==> config.mk <==
export PLATFORM = sky130hd
export DESIGN_NAME = astf_cordic_cell
export DESIGN_NICKNAME = d
export VERILOG_FILES = /design/src/hdl/astf_pkg.sv /design/src/hdl/astf_cordic_cell.sv
export SDC_FILE = /design/constraint.sdc
export NUM_CORES = 1
export LEC_CHECK = 0
export ABC_AREA = 1
export BUFFER_PORTS_ARGS = -buffer_cell sky130_fd_sc_hd__buf_4
export CAP_MARGIN = 30
export CELL_PAD_IN_SITES_DETAIL_PLACEMENT = 1
export CELL_PAD_IN_SITES_GLOBAL_PLACEMENT = 1
export CORE_UTILIZATION = 30
export DETAILED_ROUTE_END_ITERATION = 10
export PLACE_DENSITY_LB_ADDON = 0.08
export SLEW_MARGIN = 20
export SYNTH_ARGS = -nofsm -noshare
export SYNTH_HDL_FRONTEND = slang
export SYNTH_SLANG_ARGS = --single-unit
==> constraint.sdc <==
create_clock -name i_clk -period 6.8 [get_ports i_clk]
set_clock_uncertainty 0.05 [all_clocks]
set_input_delay 0.68 -clock i_clk [delete_from_list [all_inputs] [get_ports i_clk]]
set_output_delay 0.68 -clock i_clk [all_outputs]
set_load 0.02 [all_outputs]
==> src/hdl/astf_pkg.sv <==
// shared types, constants and the arctangent table of the angular spectrum transfer stage
// no dependencies
package astf_pkg;

    localparam int MAX_DIM_DEF       = 4096;
    localparam int CORDIC_STAGES_DEF = 20;

    localparam int IDX_W   = 12;
    localparam int DIM_W   = 13;
    localparam int STEP_W  = 32;
    localparam int PS_W    = 48;
    localparam int SPEC_W  = 24;
    localparam int CFG_A_W = 3;
    localparam int ROOT_W  = 31;
    localparam int REM_W   = 61;
    localparam int XY_W    = 34;
    localparam int ANG_W   = 36;

    localparam logic [CFG_A_W-1:0] REG_GRID_WIDTH   = 3'd0;
    localparam logic [CFG_A_W-1:0] REG_GRID_HEIGHT  = 3'd1;
    localparam logic [CFG_A_W-1:0] REG_X_RATIO_STEP = 3'd2;
    localparam logic [CFG_A_W-1:0] REG_Y_RATIO_STEP = 3'd3;
    localparam logic [CFG_A_W-1:0] REG_PHASE_SCALE  = 3'd4;

    localparam logic signed [XY_W-1:0] KINV_Q30 = 34'sd652032874;

    typedef struct packed {
        logic                     valid;
        logic                     evan;
        logic signed [SPEC_W-1:0] re;
        logic signed [SPEC_W-1:0] im;
    } t_side;

    function automatic logic [31:0] atan_turn(input int idx);
        logic [31:0] v;
        case (idx)
            0:  v = 32'h20000000;
            1:  v = 32'h12E4051E;
            2:  v = 32'h09FB385B;
            3:  v = 32'h051111D4;
            4:  v = 32'h028B0D43;
            5:  v = 32'h0145D7E1;
            6:  v = 32'h00A2F61E;
            7:  v = 32'h00517C55;
            8:  v = 32'h0028BE53;
            9:  v = 32'h00145F2F;
            10: v = 32'h000A2F98;
            11: v = 32'h000517CC;
            12: v = 32'h00028BE6;
            13: v = 32'h000145F3;
            14: v = 32'h0000A2FA;
            15: v = 32'h0000517D;
            16: v = 32'h000028BE;
            17: v = 32'h0000145F;
            18: v = 32'h00000A30;
            19: v = 32'h00000518;
            20: v = 32'h0000028C;
            21: v = 32'h00000146;
            22: v = 32'h000000A3;
            23: v = 32'h00000051;
            24: v = 32'h00000029;
            25: v = 32'h00000014;
            26: v = 32'h0000000A;
            27: v = 32'h00000005;
            28: v = 32'h00000003;
            29: v = 32'h00000001;
            30: v = 32'h00000001;
            default: v = 32'h00000000;
        endcase
        return v;
    endfunction

endpackage

==> src/hdl/astf_cordic_cell.sv <==
// one rotation stage of the phasor cordic chain
// depends on astf_pkg
module astf_cordic_cell #(
    parameter int STAGE = 0
) (
    input  logic                               i_clk,
    input  logic                               i_rst_n,
    input  logic                               i_en,
    input  astf_pkg::t_side                    i_side,
    input  logic                               i_flip,
    input  logic signed [astf_pkg::XY_W-1:0]   i_x,
    input  logic signed [astf_pkg::XY_W-1:0]   i_y,
    input  logic signed [astf_pkg::ANG_W-1:0]  i_ang,
    output astf_pkg::t_side                    o_side,
    output logic                               o_flip,
    output logic signed [astf_pkg::XY_W-1:0]   o_x,
    output logic signed [astf_pkg::XY_W-1:0]   o_y,
    output logic signed [astf_pkg::ANG_W-1:0]  o_ang
);

    logic signed [astf_pkg::ANG_W-1:0] w_atan;
    logic signed [astf_pkg::XY_W-1:0]  w_dx;
    logic signed [astf_pkg::XY_W-1:0]  w_dy;
    logic signed [astf_pkg::XY_W-1:0]  n_x;
    logic signed [astf_pkg::XY_W-1:0]  n_y;
    logic signed [astf_pkg::ANG_W-1:0] n_ang;
    astf_pkg::t_side                   r_side;
    logic                              r_flip;
    logic signed [astf_pkg::XY_W-1:0]  r_x;
    logic signed [astf_pkg::XY_W-1:0]  r_y;
    logic signed [astf_pkg::ANG_W-1:0] r_ang;

    always_comb begin
        w_atan = signed'({4'b0, astf_pkg::atan_turn(STAGE)});
        w_dx   = i_y >>> STAGE;
        w_dy   = i_x >>> STAGE;
        if (i_ang >= 0) begin
            n_x   = i_x - w_dx;
            n_y   = i_y + w_dy;
            n_ang = i_ang - w_atan;
        end else begin
            n_x   = i_x + w_dx;
            n_y   = i_y - w_dy;
            n_ang = i_ang + w_atan;
        end
    end

    always_ff @(posedge i_clk) begin
        if (!i_rst_n) begin
            r_side.valid <= 1'b0;
        end else if (i_en) begin
            r_side.valid <= i_side.valid;
        end
        if (i_en) begin
            r_side.evan <= i_side.evan;
            r_side.re   <= i_side.re;
            r_side.im   <= i_side.im;
            r_flip      <= i_flip;
            r_x         <= n_x;
            r_y         <= n_y;
            r_ang       <= n_ang;
        end
    end

    assign o_side = r_side;
    assign o_flip = r_flip;
    assign o_x    = r_x;
    assign o_y    = r_y;
    assign o_ang  = r_ang;

endmodule

==> key figures <==
CTS
  – Post-cts hold buffer count: 0
  – H-tree depth: 4
  – Post CTS Setup Buffer Count: 0
  – Maximum clock insertion buffer count: 2
  – CTS tree: done
  – Num CTS Buffers: 17
  – Clk root buf: clkbuf_16
  – Clock transition at the registers of the reported paths: 0.07 ns
  – Clock latency on the worst-skew pair: 0.45 ns
  – CTS resizes: 0
  – Sink Count: 154

STA
  – Final Cycle Share: 46.4%
  – Slew Limit Fails: 0
  – Fin Setup TNS: 0 ns
  – Tmin final: 3.16 ns
  – Slew @ Worst Pin: 0.834 ns
  – Max-slew headroom: 44.4%
  – Fin. Hold Viols: 0
  – RSZ-0062 raised after global routing: false
  – Fmax: 317 MHz
  – Final setup vio count: 0

Placed design
  – Detailed placer's ending HPWL: 40,800 um
  – Post-DP Area: 0.0151 mm^2
  – Port bufs: 312
  – Final Wtd Congestion: 0.911
  – Placed cell count: 2,444

Floorplan
  – Die Width: 205 um
  – Initial Util: 30.3%
  – # rows: 74
  – Ports: 313
  – Core Area: 0.0407 mm^2
  – Die area: 0.0420 mm^2
  – Die Height: 205 um

Worst setup path
  – Beginning of the critical path: i_ang[35]
  – WS Path Type: primary input to register
  – Buf/Inv on CP: 5
  – Crit-path cells: buf_4 -> inv_1 -> ha_1 -> nand3_1 -> nor4_1 -> nand4_1 -> nand2_2 -> buf_4 -> inv_2 -> buf_12 -> nand3_1 -> nand2_1
  – Reg2reg path depth: 2
  – CP required: 6.96 ns
  – FF-to-FF setup slack: 6.11 ns
  – Slowest stage delay, CP: 0.67 ns
  – Crit end category: register
  – Top delay family on crit path: buffers and inverters
  – CP arrival: 3.31 ns
  – Crit Path Max Fanout: 75
  – Critical R2R Capture: o_side[49]$_SDFFE_PN0P_
  – Critical R2R Launch: o_side[49]$_SDFFE_PN0P_
  – CP Launch Type: primary input
  – Slowest-stage cell, CP: buf_4

Detailed routing
  – First DRT Iteration DRCs: 543
  – Vias per inst: 4.85
  – Routed WL per cell: 19.8 um
  – Drt total wl: 49,000 um
  – 1st-pass router iterations: 8
  – DRC errors left: 2
  – Vias: 12,000
  – DRT antenna net count: 0

Layout
  – Final core utilization: 38.5%
  – Post-Layout Cell Count: 2,477
  – Area Growth Syn to Fin: 26.8%
  – Nets: 2,199
  – Commonest non-fill, non-tap cells in the layout: nand2_1 (435), buf_4 (313), inv_1 (233), edfxtp_1 (153), nor2_1 (152)
  – Fraction of layout instances using a drive strength above 1: 19.9%
  – Commonest non-fill, non-tap cell in the layout: nand2_1
  – Final instance area: 0.0157 mm^2

Power
  – Cell Pwr Density: 214 mW/mm^2
  – Clock share of power: 29.9%
  – Reg power frac: 36.1%
  – Cell-internal power: 0.00212 W
  – Leakage: 7.57 nW
  – Gate power share: 34.0%
  – Switching power: 0.00123 W
  – Switching share of power: 36.8%
  – Total power: 0.00335 W
  – VDD IR-drop max: 0.000161 V

GRT
  – Met2 usage: 40.1%
  – Busiest layer in global routing: met2
  – Grt met1 use: 29.7%
  – GR Util met3: 4.68%
  – Total gr overflow: 0
  – Largest net degree at the start of global routing: 99
  – Antenna violations before repair: 0
  – Number of global-route vias before repair: 12,500
  – First-pass GRT wire length: 73,100 um
  – Overall routing resource usage: 23.3%

Logic synthesis
  – Synth Area in Simple Gates: 26.8%
  – Synth area leader: edfxtp_1
  – Main combinational cell family by area after synthesis: simple AND/OR/NAND/NOR gates
  – Synth warnings: 0
  – Synthesis-stage register bit count: 154
  – Post-synthesis cell area: 0.0124 mm^2
  – Post-synthesis mux area share: 0%
  – Adder-cell share of the synthesized area: 11.3%
  – Dominant synthesized flop cell: edfxtp_1
  – Count of cell types in the netlist: 41
  – Mapped Avg Cell Area: 7.52 um^2
  – Top cell type's share of synthesized area: 37.2%
  – Synth top area cells: edfxtp_1 (37%), nand2_1 (13%), ha_1 (11%)
  – Xor/xnor share of the synthesized area: 2.69%
  – Synth Area in Compound Gates: 11.9%
  – Syn Inst Count: 1,643
  – Number of flops mapped to enable cells by yosys: 153
  – Syn_nets: 1,910
  – Asr flop ratio synth: 0%
  – Sequential fraction of the synthesis area: 37.3%

Outcome
  – Failing checks: DRC
  – Status: finished, violations left

Hold path
  – Worst Min Path Start: i_side[2]
  – Hold crit path type: primary input to register
  – Worst Hold Path EP: o_side[2]$_DFFE_PP_
  – Hold depth: 1

Flow run
  – Max-cap violation count: 0
-- stage by stage --
stage,worst slack (ns),hold slack [ns]
after floorplan,3.80,0.556
after global placement,3.02,0.476
after detailed placement,3.06,0.493
after CTS,3.56,0.313
after global routing,3.34,0.312
final,3.64,0.342
-- per-layer routing --
| metal | part of all wire (%) | wire length, um | up-vias |
|---|---|---|---|
| met5 | 0 | 0 | - |
| met4 | 1.6 | 763 | 0 |
| met3 | 5.4 | 2650 | 34 |
| met2 | 48 | 23300 | 293 |
| met1 | 45 | 22200 | 5735 |
| li1 | - | - | 5949 |
-- final cells by class --
cell class,instances,area [um^2]
timing repair buffer,316,2410
multi-input combinational,1204,6510
sequential,154,4610
inverter,239,897
antenna,1,2.50
fill,5102,25100
tap,532,666
clock buffer,17,425
clock inverter,14,161
-- worst max path at each step --
stage                                endpoint  slack (ns)  cells after the start
after floorplan           o_ang[34]$_DFFE_PP_        3.80                     16
after CTS                   o_x[31]$_DFFE_PP_        3.56                     11
final                       o_y[26]$_DFFE_PP_        3.64                     12
after global routing        o_x[27]$_DFFE_PP_        3.34                     12
after detailed placement    o_x[31]$_DFFE_PP_        3.06                     11
after global placement      o_y[10]$_DFFE_PP_        3.02                     11
-- cells in the mapped netlist, types with 9 or more instances --
master and n:
nand2_1 435, inv_1 233, edfxtp_1 153, nor2_1 152, nand3_1 138, a21oi_1 120
ha_1 105, o21ai_0 93, xor2_1 38, buf_4 26, nand4_1 15, nor3_1 14
o21bai_1 14, a21o_1 12, buf_2 11, nand2_2 9, nor2_2 9
-- cells by family after synthesis --
group	count (synthesis)
flops	154
buf+inv	285
simple gates	790
xor+xnor	38
fa+ha+maj	109
compound gates	267
-- worst register-to-register path, stage by stage, from the launching register on --
cell     delay, ns
dfxtp_1       0.31
o21ai_0       0.16
a21oi_1       0.05
-- flip-flops by register name (all words and copies together), names as in the netlist --
name,count
o_side,50
o_ang,36
o_flip,1
o_y,34
o_x,33
-- power groups by stage --
| stage | Sequential, W | Combinational [W] | Clock (W) |
|---|---|---|---|
| finish | 0.00121 | 0.00114 | 0.00100 |
| global route | 0.00122 | 0.00125 | 0.00106 |
| CTS | 0.00121 | 0.00115 | 0.00103 |
| detailed placement | 0.00123 | 0.00114 | 0 |
| global placement | 0.00123 | 0.00112 | 0 |
| floorplan | 0.00136 | 0.000520 | 0 |
(Power assumes the default switching activity.)
