<file path="config.mk">
export PLATFORM = sky130hd
export DESIGN_NAME = astf_sqrt_cell
export DESIGN_NICKNAME = d
export VERILOG_FILES = /design/src/hdl/astf_pkg.sv /design/src/hdl/astf_sqrt_cell.sv
export SDC_FILE = /design/constraint.sdc
export NUM_CORES = 1
export LEC_CHECK = 0
export ABC_AREA = 1
export ABC_CLOCK_PERIOD_IN_PS = 5510
export BUFFER_PORTS_ARGS = -buffer_cell sky130_fd_sc_hd__buf_2
export CORE_UTILIZATION = 40
export DETAILED_ROUTE_END_ITERATION = 10
export PLACE_DENSITY_LB_ADDON = 0.12
export SKIP_LAST_GASP = 1
export SYNTH_ARGS = -nofsm -noshare
export SYNTH_HDL_FRONTEND = slang
export SYNTH_SLANG_ARGS = --single-unit
export TNS_END_PERCENT = 5
</file>
<file path="constraint.sdc">
create_clock -name i_clk -period 5.51 [get_ports i_clk]
set_input_delay 0 -clock i_clk [delete_from_list [all_inputs] [get_ports i_clk]]
set_output_delay 0 -clock i_clk [all_outputs]
set_load 0.05 [all_outputs]
</file>
<file path="src/hdl/astf_pkg.sv">
// shared types, constants and the arctangent table of the angular spectrum transfer stage
// no dependencies
package astf_pkg;

    localparam int MAX_DIM_DEF       = 4096;
    localparam int CORDIC_STAGES_DEF = 20;

    localparam int IDX_W   = 12;
    localparam int DIM_W   = 13;
    localparam int STEP_W  = 32;
    localparam int PS_W    = 48;
    localparam int SPEC_W  = 24;
    localparam int CFG_A_W = 3;
    localparam int ROOT_W  = 31;
    localparam int REM_W   = 61;
    localparam int XY_W    = 34;
    localparam int ANG_W   = 36;

    localparam logic [CFG_A_W-1:0] REG_GRID_WIDTH   = 3'd0;
    localparam logic [CFG_A_W-1:0] REG_GRID_HEIGHT  = 3'd1;
    localparam logic [CFG_A_W-1:0] REG_X_RATIO_STEP = 3'd2;
    localparam logic [CFG_A_W-1:0] REG_Y_RATIO_STEP = 3'd3;
    localparam logic [CFG_A_W-1:0] REG_PHASE_SCALE  = 3'd4;

    localparam logic signed [XY_W-1:0] KINV_Q30 = 34'sd652032874;

    typedef struct packed {
        logic                     valid;
        logic                     evan;
        logic signed [SPEC_W-1:0] re;
        logic signed [SPEC_W-1:0] im;
    } t_side;

    function automatic logic [31:0] atan_turn(input int idx);
        logic [31:0] v;
        case (idx)
            0:  v = 32'h20000000;
            1:  v = 32'h12E4051E;
            2:  v = 32'h09FB385B;
            3:  v = 32'h051111D4;
            4:  v = 32'h028B0D43;
            5:  v = 32'h0145D7E1;
            6:  v = 32'h00A2F61E;
            7:  v = 32'h00517C55;
            8:  v = 32'h0028BE53;
            9:  v = 32'h00145F2F;
            10: v = 32'h000A2F98;
            11: v = 32'h000517CC;
            12: v = 32'h00028BE6;
            13: v = 32'h000145F3;
            14: v = 32'h0000A2FA;
            15: v = 32'h0000517D;
            16: v = 32'h000028BE;
            17: v = 32'h0000145F;
            18: v = 32'h00000A30;
            19: v = 32'h00000518;
            20: v = 32'h0000028C;
            21: v = 32'h00000146;
            22: v = 32'h000000A3;
            23: v = 32'h00000051;
            24: v = 32'h00000029;
            25: v = 32'h00000014;
            26: v = 32'h0000000A;
            27: v = 32'h00000005;
            28: v = 32'h00000003;
            29: v = 32'h00000001;
            30: v = 32'h00000001;
            default: v = 32'h00000000;
        endcase
        return v;
    endfunction

endpackage

</file>
<file path="src/hdl/astf_sqrt_cell.sv">
// one result bit of the digit-by-digit square root chain
// depends on astf_pkg
module astf_sqrt_cell #(
    parameter int BIT = 0
) (
    input  logic                          i_clk,
    input  logic                          i_rst_n,
    input  logic                          i_en,
    input  astf_pkg::t_side               i_side,
    input  logic [astf_pkg::REM_W-1:0]    i_rem,
    input  logic [astf_pkg::ROOT_W-1:0]   i_root,
    output astf_pkg::t_side               o_side,
    output logic [astf_pkg::REM_W-1:0]    o_rem,
    output logic [astf_pkg::ROOT_W-1:0]   o_root
);

    logic [astf_pkg::REM_W:0]    w_delta;
    logic [astf_pkg::REM_W-1:0]  n_rem;
    logic [astf_pkg::ROOT_W-1:0] n_root;
    astf_pkg::t_side             r_side;
    logic [astf_pkg::REM_W-1:0]  r_rem;
    logic [astf_pkg::ROOT_W-1:0] r_root;

    always_comb begin
        w_delta = ((astf_pkg::REM_W+1)'(i_root) << (BIT + 1))
                + ((astf_pkg::REM_W+1)'(1) << (2 * BIT));
        if ({1'b0, i_rem} >= w_delta) begin
            n_rem  = i_rem - w_delta[astf_pkg::REM_W-1:0];
            n_root = i_root | (astf_pkg::ROOT_W'(1) << BIT);
        end else begin
            n_rem  = i_rem;
            n_root = i_root;
        end
    end

    always_ff @(posedge i_clk) begin
        if (!i_rst_n) begin
            r_side.valid <= 1'b0;
        end else if (i_en) begin
            r_side.valid <= i_side.valid;
        end
        if (i_en) begin
            r_side.evan <= i_side.evan;
            r_side.re   <= i_side.re;
            r_side.im   <= i_side.im;
            r_rem       <= n_rem;
            r_root      <= n_root;
        end
    end

    assign o_side = r_side;
    assign o_rem  = r_rem;
    assign o_root = r_root;

endmodule

</file>
==> results of run 1 <==
==> metal layers <==
layer | GRT usage, % | up-vias | wire, µm
li1 | - | 4544 | -
met2 | 47.1 | 276 | 14800
met5 | 0 | - | 0
met4 | 7.77 | 0 | 580
met1 | 32.7 | 3956 | 13000
met3 | 4.16 | 40 | 1840
==> synth_stat cells, drive strengths merged <==
library cell    n  area [µm²]
nand2         467        1780
o21bai          6        45.0
buf             9        57.6
nand3          52         265
o21ai           7        35.0
ha             32         400
xor2           27         236
dfxtp           1        20.0
a21oi          49         283
nand4           9        56.3
inv           210         788
nor3           17         100
and2            4        25.0
nor2          124         495
nor4            2        12.5
fa              1        20.0
xnor2           1        8.76
edfxtp        141        4230
nand3b         11        82.6
==> worst reg2reg max path, delay by kind of cell, from the launching register on <==
family                 cells  cell delay [ns]
buffers and inverters      1             0.59
DFF                        1             0.31
AOI/OAI and AO/OA          2             0.20
==> power groups by stage <==
stage / registers, mW / clock network [mW] / logic [mW]
2_1_floorplan: 1.74 / 0 / 0.295
4_1_cts: 1.34 / 1.18 / 1.05
3_3_place_gp: 1.36 / 0 / 0.962
6_report: 1.34 / 1.15 / 1.05
5_1_grt: 1.35 / 1.22 / 1.13
3_5_place_dp: 1.36 / 0 / 0.966
==> logic make-up after synthesis <==
| logic type | count (synthesis) |
|---|---|
| AO/OA/AOI/OAI | 62 |
| adder cells (fa/ha/maj) | 33 |
| flip-flops | 142 |
| buffers and inverters | 219 |
| AND/OR/NAND/NOR | 686 |
| XOR/XNOR | 28 |
==> how the worst max path moves through the flow <==
stage	slack [ns]	end	cells past startpoint
3_5_place_dp	2.36	o_rem[36]$_DFFE_PP_	12
2_1_floorplan	3.69	o_root[0]$_SDFFCE_PP1P_	12
6_report	2.30	o_rem[43]$_DFFE_PP_	12
5_1_grt	2.00	o_rem[26]$_DFFE_PP_	15
3_3_place_gp	2.45	o_rem[60]$_DFFE_PP_	11
4_1_cts	2.28	o_rem[49]$_DFFE_PP_	12
==> state kept, by name (all words and copies together), names as in the netlist <==
signal	flops
o_side	50
o_rem	61
o_root	31
==> area by class of cell <==
cell class | instances | area share [%]
Sequential cell | 142 | 33.6
Multi-Input combinational cell | 809 | 30.4
Timing Repair Buffer | 426 | 22.4
Inverter | 210 | 6.23
Clock buffer | 18 | 3.47
Tap cell | 280 | 2.77
Clock inverter | 14 | 1.14
==> per-stage QoR <==
stage / std cells / instance area (µm²) / hold slack, ns / worst slack [ns] / power [mW]
floorplan: 1170 / 8940 / 0.0935 / 3.69 / 2.04
finish: 1899 / 12700 / -0.00559 / 2.30 / 3.54
global route: 1899 / 12700 / 0.0105 / 2.00 / 3.69
detailed placement: 1729 / 10700 / 0.178 / 2.36 / 2.33
CTS: 1899 / 12700 / 0.00347 / 2.28 / 3.56
global placement: 1729 / 10700 / 0.177 / 2.45 / 2.32
==> run_results.csv, run 1 <==
group,metric,value,unit
status,status,"complete, but fails checks",
status,violations,"negative hold slack",
layout,multi_input_area,3840,µm²
clocking,clkSinkCount,142,
hold_path,whs_path_depth,3,
detailed_routing,routed_via_density,4.64,
hold_path,whs_endpoint,"o_rem[47]$_DFFE_PP_",
setup_path,cp.buffers_inverters,4,
logic_synthesis,synth_mux_area_share,0,%
setup_path,start_kind,"input pin",
sta,fin_skew,0,ns
setup_path,rrSetupSlack,4.30,ns
clocking,post_cts_buffers,0,
placement,dp_hpwl,23900,µm
sta,rsz0062_at_grt,"no",
hold_path,min_from,"i_rem[47]",
logic_synthesis,synth-simple-area-share,31.5,%
setup_path,critPathMaxStageDelay,0.53,ns
layout,fin_util,57.8,%
power_and_ir_drop,p_comb_share,29.6,%
clocking,cts_root_buffer,"clkbuf_16",
placement,portBuffers,286,
power_and_ir_drop,power_leakage,6.26,nW
power_and_ir_drop,power_frac_seq,37.9,%
layout,mostFrequentLayoutCells,"460 x nand2_1, 285 x buf_2, 202 x inv_1, 141 x edfxtp_1, 138 x dlygate4sd3_1",
setup_path,slowest_stage,"dlygate4sd3_1",
power_and_ir_drop,p_clk_share,32.5,%
layout,syn2layout_area_growth,41.5,%
hold_path,hold_path.class,"input pin to flip-flop",
global_routing,track_usage,26.4,%
sta,setup_tns,0,ns
logic_synthesis,synth_compound_area_share,4.06,%
power_and_ir_drop,switching_share,36.9,%
layout,mostFrequentLayoutCell,"nand2_1",
floorplan,num_rows,54,
sta,finalSetupViolCount,0,
clocking,insertion_delay,0.43,ns
setup_path,cp.arrival,3.38,ns
setup_path,cp_cell_sequence,"dlygate4sd3_1, buf_2, ha_1, a21oi_1, o21ai_0, nor2_1, nand4_1, a21oi_2, nand2_4, inv_2, buf_4, a21oi_1",
sta,slew_headroom,40.7,%
layout,drive_gt1_share,22.1,%
floorplan,die_x,152,µm
logic_synthesis,synth_fp_nets,1348,
detailed_routing,wl_per_cell,16.0,µm
layout,num-nets-final,1784,
logic_synthesis,synth_top_family_by_area,"simple AND/OR/NAND/NOR gates",
sta,finalCritPeriodShare,58.2,%
global_routing,grt_pass1_vias,8681,
floorplan,dieArea,23000,µm²
global_routing,grt_max_degree,98,
setup_path,crit_family,"buffers and inverters",
clocking,h-tree-depth,4,
flow_run,maxCapViolCount,0,
layout,regArea,4250,µm²
clocking,tritoncts,"built",
detailed_routing,first_pass_iters,5,
clocking,cts_buffers,17,
power_and_ir_drop,ir_drop,0.000194,V
setup_path,reg2reg_depth,3,
global_routing,grt_antenna_before_repair,0,
setup_path,worst_path_most_repeated_cell,"a21oi_1",
clocking,cts_resized,0,
placement,globalplace.congestion,0.924,
setup_path,critPathLaunch,"i_rem[30]",
sta,clock.fmax,0.312,GHz
logic_synthesis,yosys_warnings,0,
setup_path,r2r_start,"o_side[49]$_SDFFE_PN0P_",
setup_path,r2r-end,"o_side[49]$_SDFFE_PN0P_",
global_routing,grt-ovfl-total,0,
logic_synthesis,synth_cells,1170,
logic_synthesis,synth_cell_type_count,29,
setup_path,critical_path_class,"input pin to flip-flop",
logic_synthesis,syn_avg_cell_area,7.64,µm²
sta,finalHoldViolations,1,
power_and_ir_drop,power.density,280,nW/µm²
global_routing,grt_pass1_wl,45000,µm
logic_synthesis,synthAdderAreaFrac,4.70,%
layout,fillers,2093,
sta,worst_pin_slew,0.889,ns
detailed_routing,dr.first_iter.drc_count,415,
logic_synthesis,synth_area,8940,µm²
clocking,path_clk_slew,0.07,ns
floorplan,ios,287,
layout,insertedDiodeCount,0,
detailed_routing,drc_errors,0,
detailed_routing,vias,8816,
setup_path,cp.required,5.68,ns
sta,hold_ws,-0.00559,ns
sta,slew_violations,0,
logic_synthesis,yosysSeqAreaShare,47.6,%
sta,period_needed,3.21,ns
setup_path,path_max_fanout,36,
clocking,postCtsHoldBufs,138,
power_and_ir_drop,p_int,2.23,mW
floorplan,core_area,21900,µm²
logic_synthesis,synth_seq_cells,142,
setup_path,endpoint_kind,"flip-flop",
floorplan,initial_utilization,40.8,%
detailed_routing,antenna_left,0,
detailed_routing,wirelength,30300,µm
power_and_ir_drop,switching_power,1.31,mW
logic_synthesis,synth-xor-area-share,2.74,%
floorplan,dieHeight,152,µm
clocking,cts_buffer_depth,2,
No activity file was read; power rests on OpenSTA's default activity.
==> run 2, diff against run 1 <==
--- a/config.mk
+++ b/config.mk
@@ -6,7 +6,7 @@
 export NUM_CORES = 1
 export LEC_CHECK = 0
 export ABC_AREA = 1
-export ABC_CLOCK_PERIOD_IN_PS = 5510
+export ABC_CLOCK_PERIOD_IN_PS = 3100
 export BUFFER_PORTS_ARGS = -buffer_cell sky130_fd_sc_hd__buf_2
 export CORE_UTILIZATION = 40
 export DETAILED_ROUTE_END_ITERATION = 10
==> constraint.sdc (replaced) <==
create_clock -name i_clk -period 3.1 [get_ports i_clk]
set_input_delay 0 -clock i_clk [delete_from_list [all_inputs] [get_ports i_clk]]
set_output_delay 0 -clock i_clk [all_outputs]
set_load 0.05 [all_outputs]
==> run_results.csv, run 2 (synthesis results as in run 1) <==
group,metric,value,unit
floorplan,core_area,21900,µm²
global_routing,grt-ovfl-total,0,
power_and_ir_drop,power.density,496,nW/µm²
sta,rsz0062_at_grt,"no",
power_and_ir_drop,p_comb_share,29.7,%
power_and_ir_drop,switching_power,2.35,mW
clocking,cts_buffers,17,
setup_path,cp_cell_sequence,"dlygate4sd3_1, buf_2, ha_1, a21oi_1, o21ai_0, nor2_1, nand4_1, a21oi_2, nand2_4, inv_2, buf_12, nand2_1",
sta,finalSetupViolCount,0,
sta,finalCritPeriodShare,87.6,%
layout,mostFrequentLayoutCell,"nand2_1",
clocking,cts_buffer_depth,2,
clocking,clkSinkCount,142,
sta,slew_violations,0,
detailed_routing,routed_via_density,4.70,
setup_path,crit_family,"buffers and inverters",
detailed_routing,first_pass_iters,5,
power_and_ir_drop,power_leakage,6.27,nW
detailed_routing,wl_per_cell,16.2,µm
setup_path,start_kind,"input pin",
clocking,insertion_delay,0.43,ns
floorplan,num_rows,54,
setup_path,critical_path_class,"input pin to flip-flop",
setup_path,critPathMaxStageDelay,0.53,ns
power_and_ir_drop,ir_drop,0.000359,V
detailed_routing,dr.first_iter.drc_count,461,
power_and_ir_drop,power_frac_seq,37.9,%
sta,worst_pin_slew,0.591,ns
power_and_ir_drop,p_clk_share,32.4,%
setup_path,slowest_stage,"dlygate4sd3_1",
sta,period_needed,2.72,ns
clocking,post_cts_buffers,0,
flow_run,maxCapViolCount,0,
sta,clock.fmax,0.368,GHz
floorplan,initial_utilization,40.8,%
detailed_routing,drc_errors,0,
detailed_routing,wirelength,30700,µm
clocking,tritoncts,"built",
sta,setup_tns,0,ns
global_routing,grt_antenna_before_repair,0,
global_routing,grt_max_degree,60,
floorplan,dieHeight,152,µm
placement,dp_hpwl,23800,µm
layout,num-nets-final,1787,
layout,insertedDiodeCount,0,
sta,fin_skew,0,ns
layout,largest_reg_flops,61,
floorplan,dieArea,23000,µm²
setup_path,endpoint_kind,"flip-flop",
floorplan,ios,287,
detailed_routing,antenna_left,0,
layout,drive_gt1_share,22.1,%
layout,syn2layout_area_growth,41.9,%
clocking,path_clk_slew,0.07,ns
detailed_routing,vias,8933,
layout,mostFrequentLayoutCells,"460 x nand2_1, 285 x buf_2, 202 x inv_1, 141 x edfxtp_1, 139 x dlygate4sd3_1",
status,status,"completed",
clocking,cts_root_buffer,"clkbuf_16",
global_routing,grt_pass1_vias,8733,
hold_path,hold_path.class,"input pin to flip-flop",
sta,slew_headroom,60.2,%
layout,fin_util,58.0,%
power_and_ir_drop,p_int,3.94,mW
placement,globalplace.congestion,0.915,
setup_path,cp.buffers_inverters,4,
placement,portBuffers,286,
clocking,h-tree-depth,4,
setup_path,cp.arrival,2.89,ns
power_and_ir_drop,switching_share,37.3,%
global_routing,grt_pass1_wl,45500,µm
sta,finalHoldViolations,0,
setup_path,cp.required,3.27,ns
setup_path,path_max_fanout,59,
global_routing,track_usage,26.7,%
floorplan,die_x,152,µm
run 2: cell count changes in the layout (fill, tap and decap cells not counted):
cell and change:
clkinv_1 +1, dlygate4sd3_1 +1, buf_12 +2, clkinv_4 -1
inv_6 +2, clkbuf_8 -1, inv_8 -1
run 2: area by class of cell:
class,instances,area (µm²)
well taps,280,350
clock buffers,17,425
multi-input cells,809,3840
fillers,2047,9200
repair buffers,429,2880
inverters,210,788
flip-flops and latches,142,4250
clock inverters,15,145
run 2: metal layers:
| layer | up-vias | routed length (µm) | global-route usage, % |
|---|---|---|---|
| met5 | - | 0 | 0 |
| met4 | 0 | 627 | 8.47 |
| met3 | 36 | 1760 | 4.31 |
| met2 | 306 | 14800 | 47.4 |
| met1 | 4042 | 13500 | 32.9 |
| li1 | 4549 | - | - |
run 2: path summary, 6_finish.rpt:
check / endpoint / slack (ns) / cells after the start / start
max: o_root[0]$_SDFFCE_PP1P_ / 0.38 / 12 / i_rem[30]
min: o_rem[33]$_DFFE_PP_ / 0.02 / 3 / i_rem[33]
max reg2reg: o_side[49]$_SDFFE_PN0P_ / 1.90 / 3 / o_side[49]$_SDFFE_PN0P_
min reg2reg: o_side[49]$_SDFFE_PN0P_ / 1.10 / 3 / o_side[49]$_SDFFE_PN0P_
run 2: power by group through the flow:
| stage | clock [mW] | sequential, mW | combinational [mW] |
|---|---|---|---|
| after floorplan | 0 | 3.10 | 0.524 |
| final | 2.04 | 2.39 | 1.87 |
| after global routing | 2.14 | 2.40 | 2.01 |
| after global placement | 0 | 2.42 | 1.72 |
| after detailed placement | 0 | 2.42 | 1.72 |
| after CTS | 2.08 | 2.38 | 1.87 |
run 2: worst reg2reg max path: stages, from the launching register on:
cell,delay [ns]
dfxtp_1,0.31
o21ai_0,0.16
a21oi_1,0.06
dlygate4sd3_1,0.56
run 2: repair_timing:
action / CTS / global route
resized for setup: 0 / 0
hold buffers: 139 / 0
hold endpoints to repair: 138 / 0
setup endpoints to repair: 0 / 0
run 2: metrics by stage:
stage / setup slack [ns] / power, mW / instance area [µm²] / instances / hold WS, ns
5_1_grt: 0.145 / 6.56 / 12700 / 1902 / 0.0252
2_1_floorplan: 1.28 / 3.62 / 8940 / 1170 / 0.0935
3_5_place_dp: 0.528 / 4.15 / 10700 / 1731 / 0.179
4_1_cts: 0.417 / 6.33 / 12700 / 1902 / 0.00575
6_report: 0.383 / 6.29 / 12700 / 1902 / 0.0168
3_3_place_gp: 0.569 / 4.14 / 10700 / 1731 / 0.176
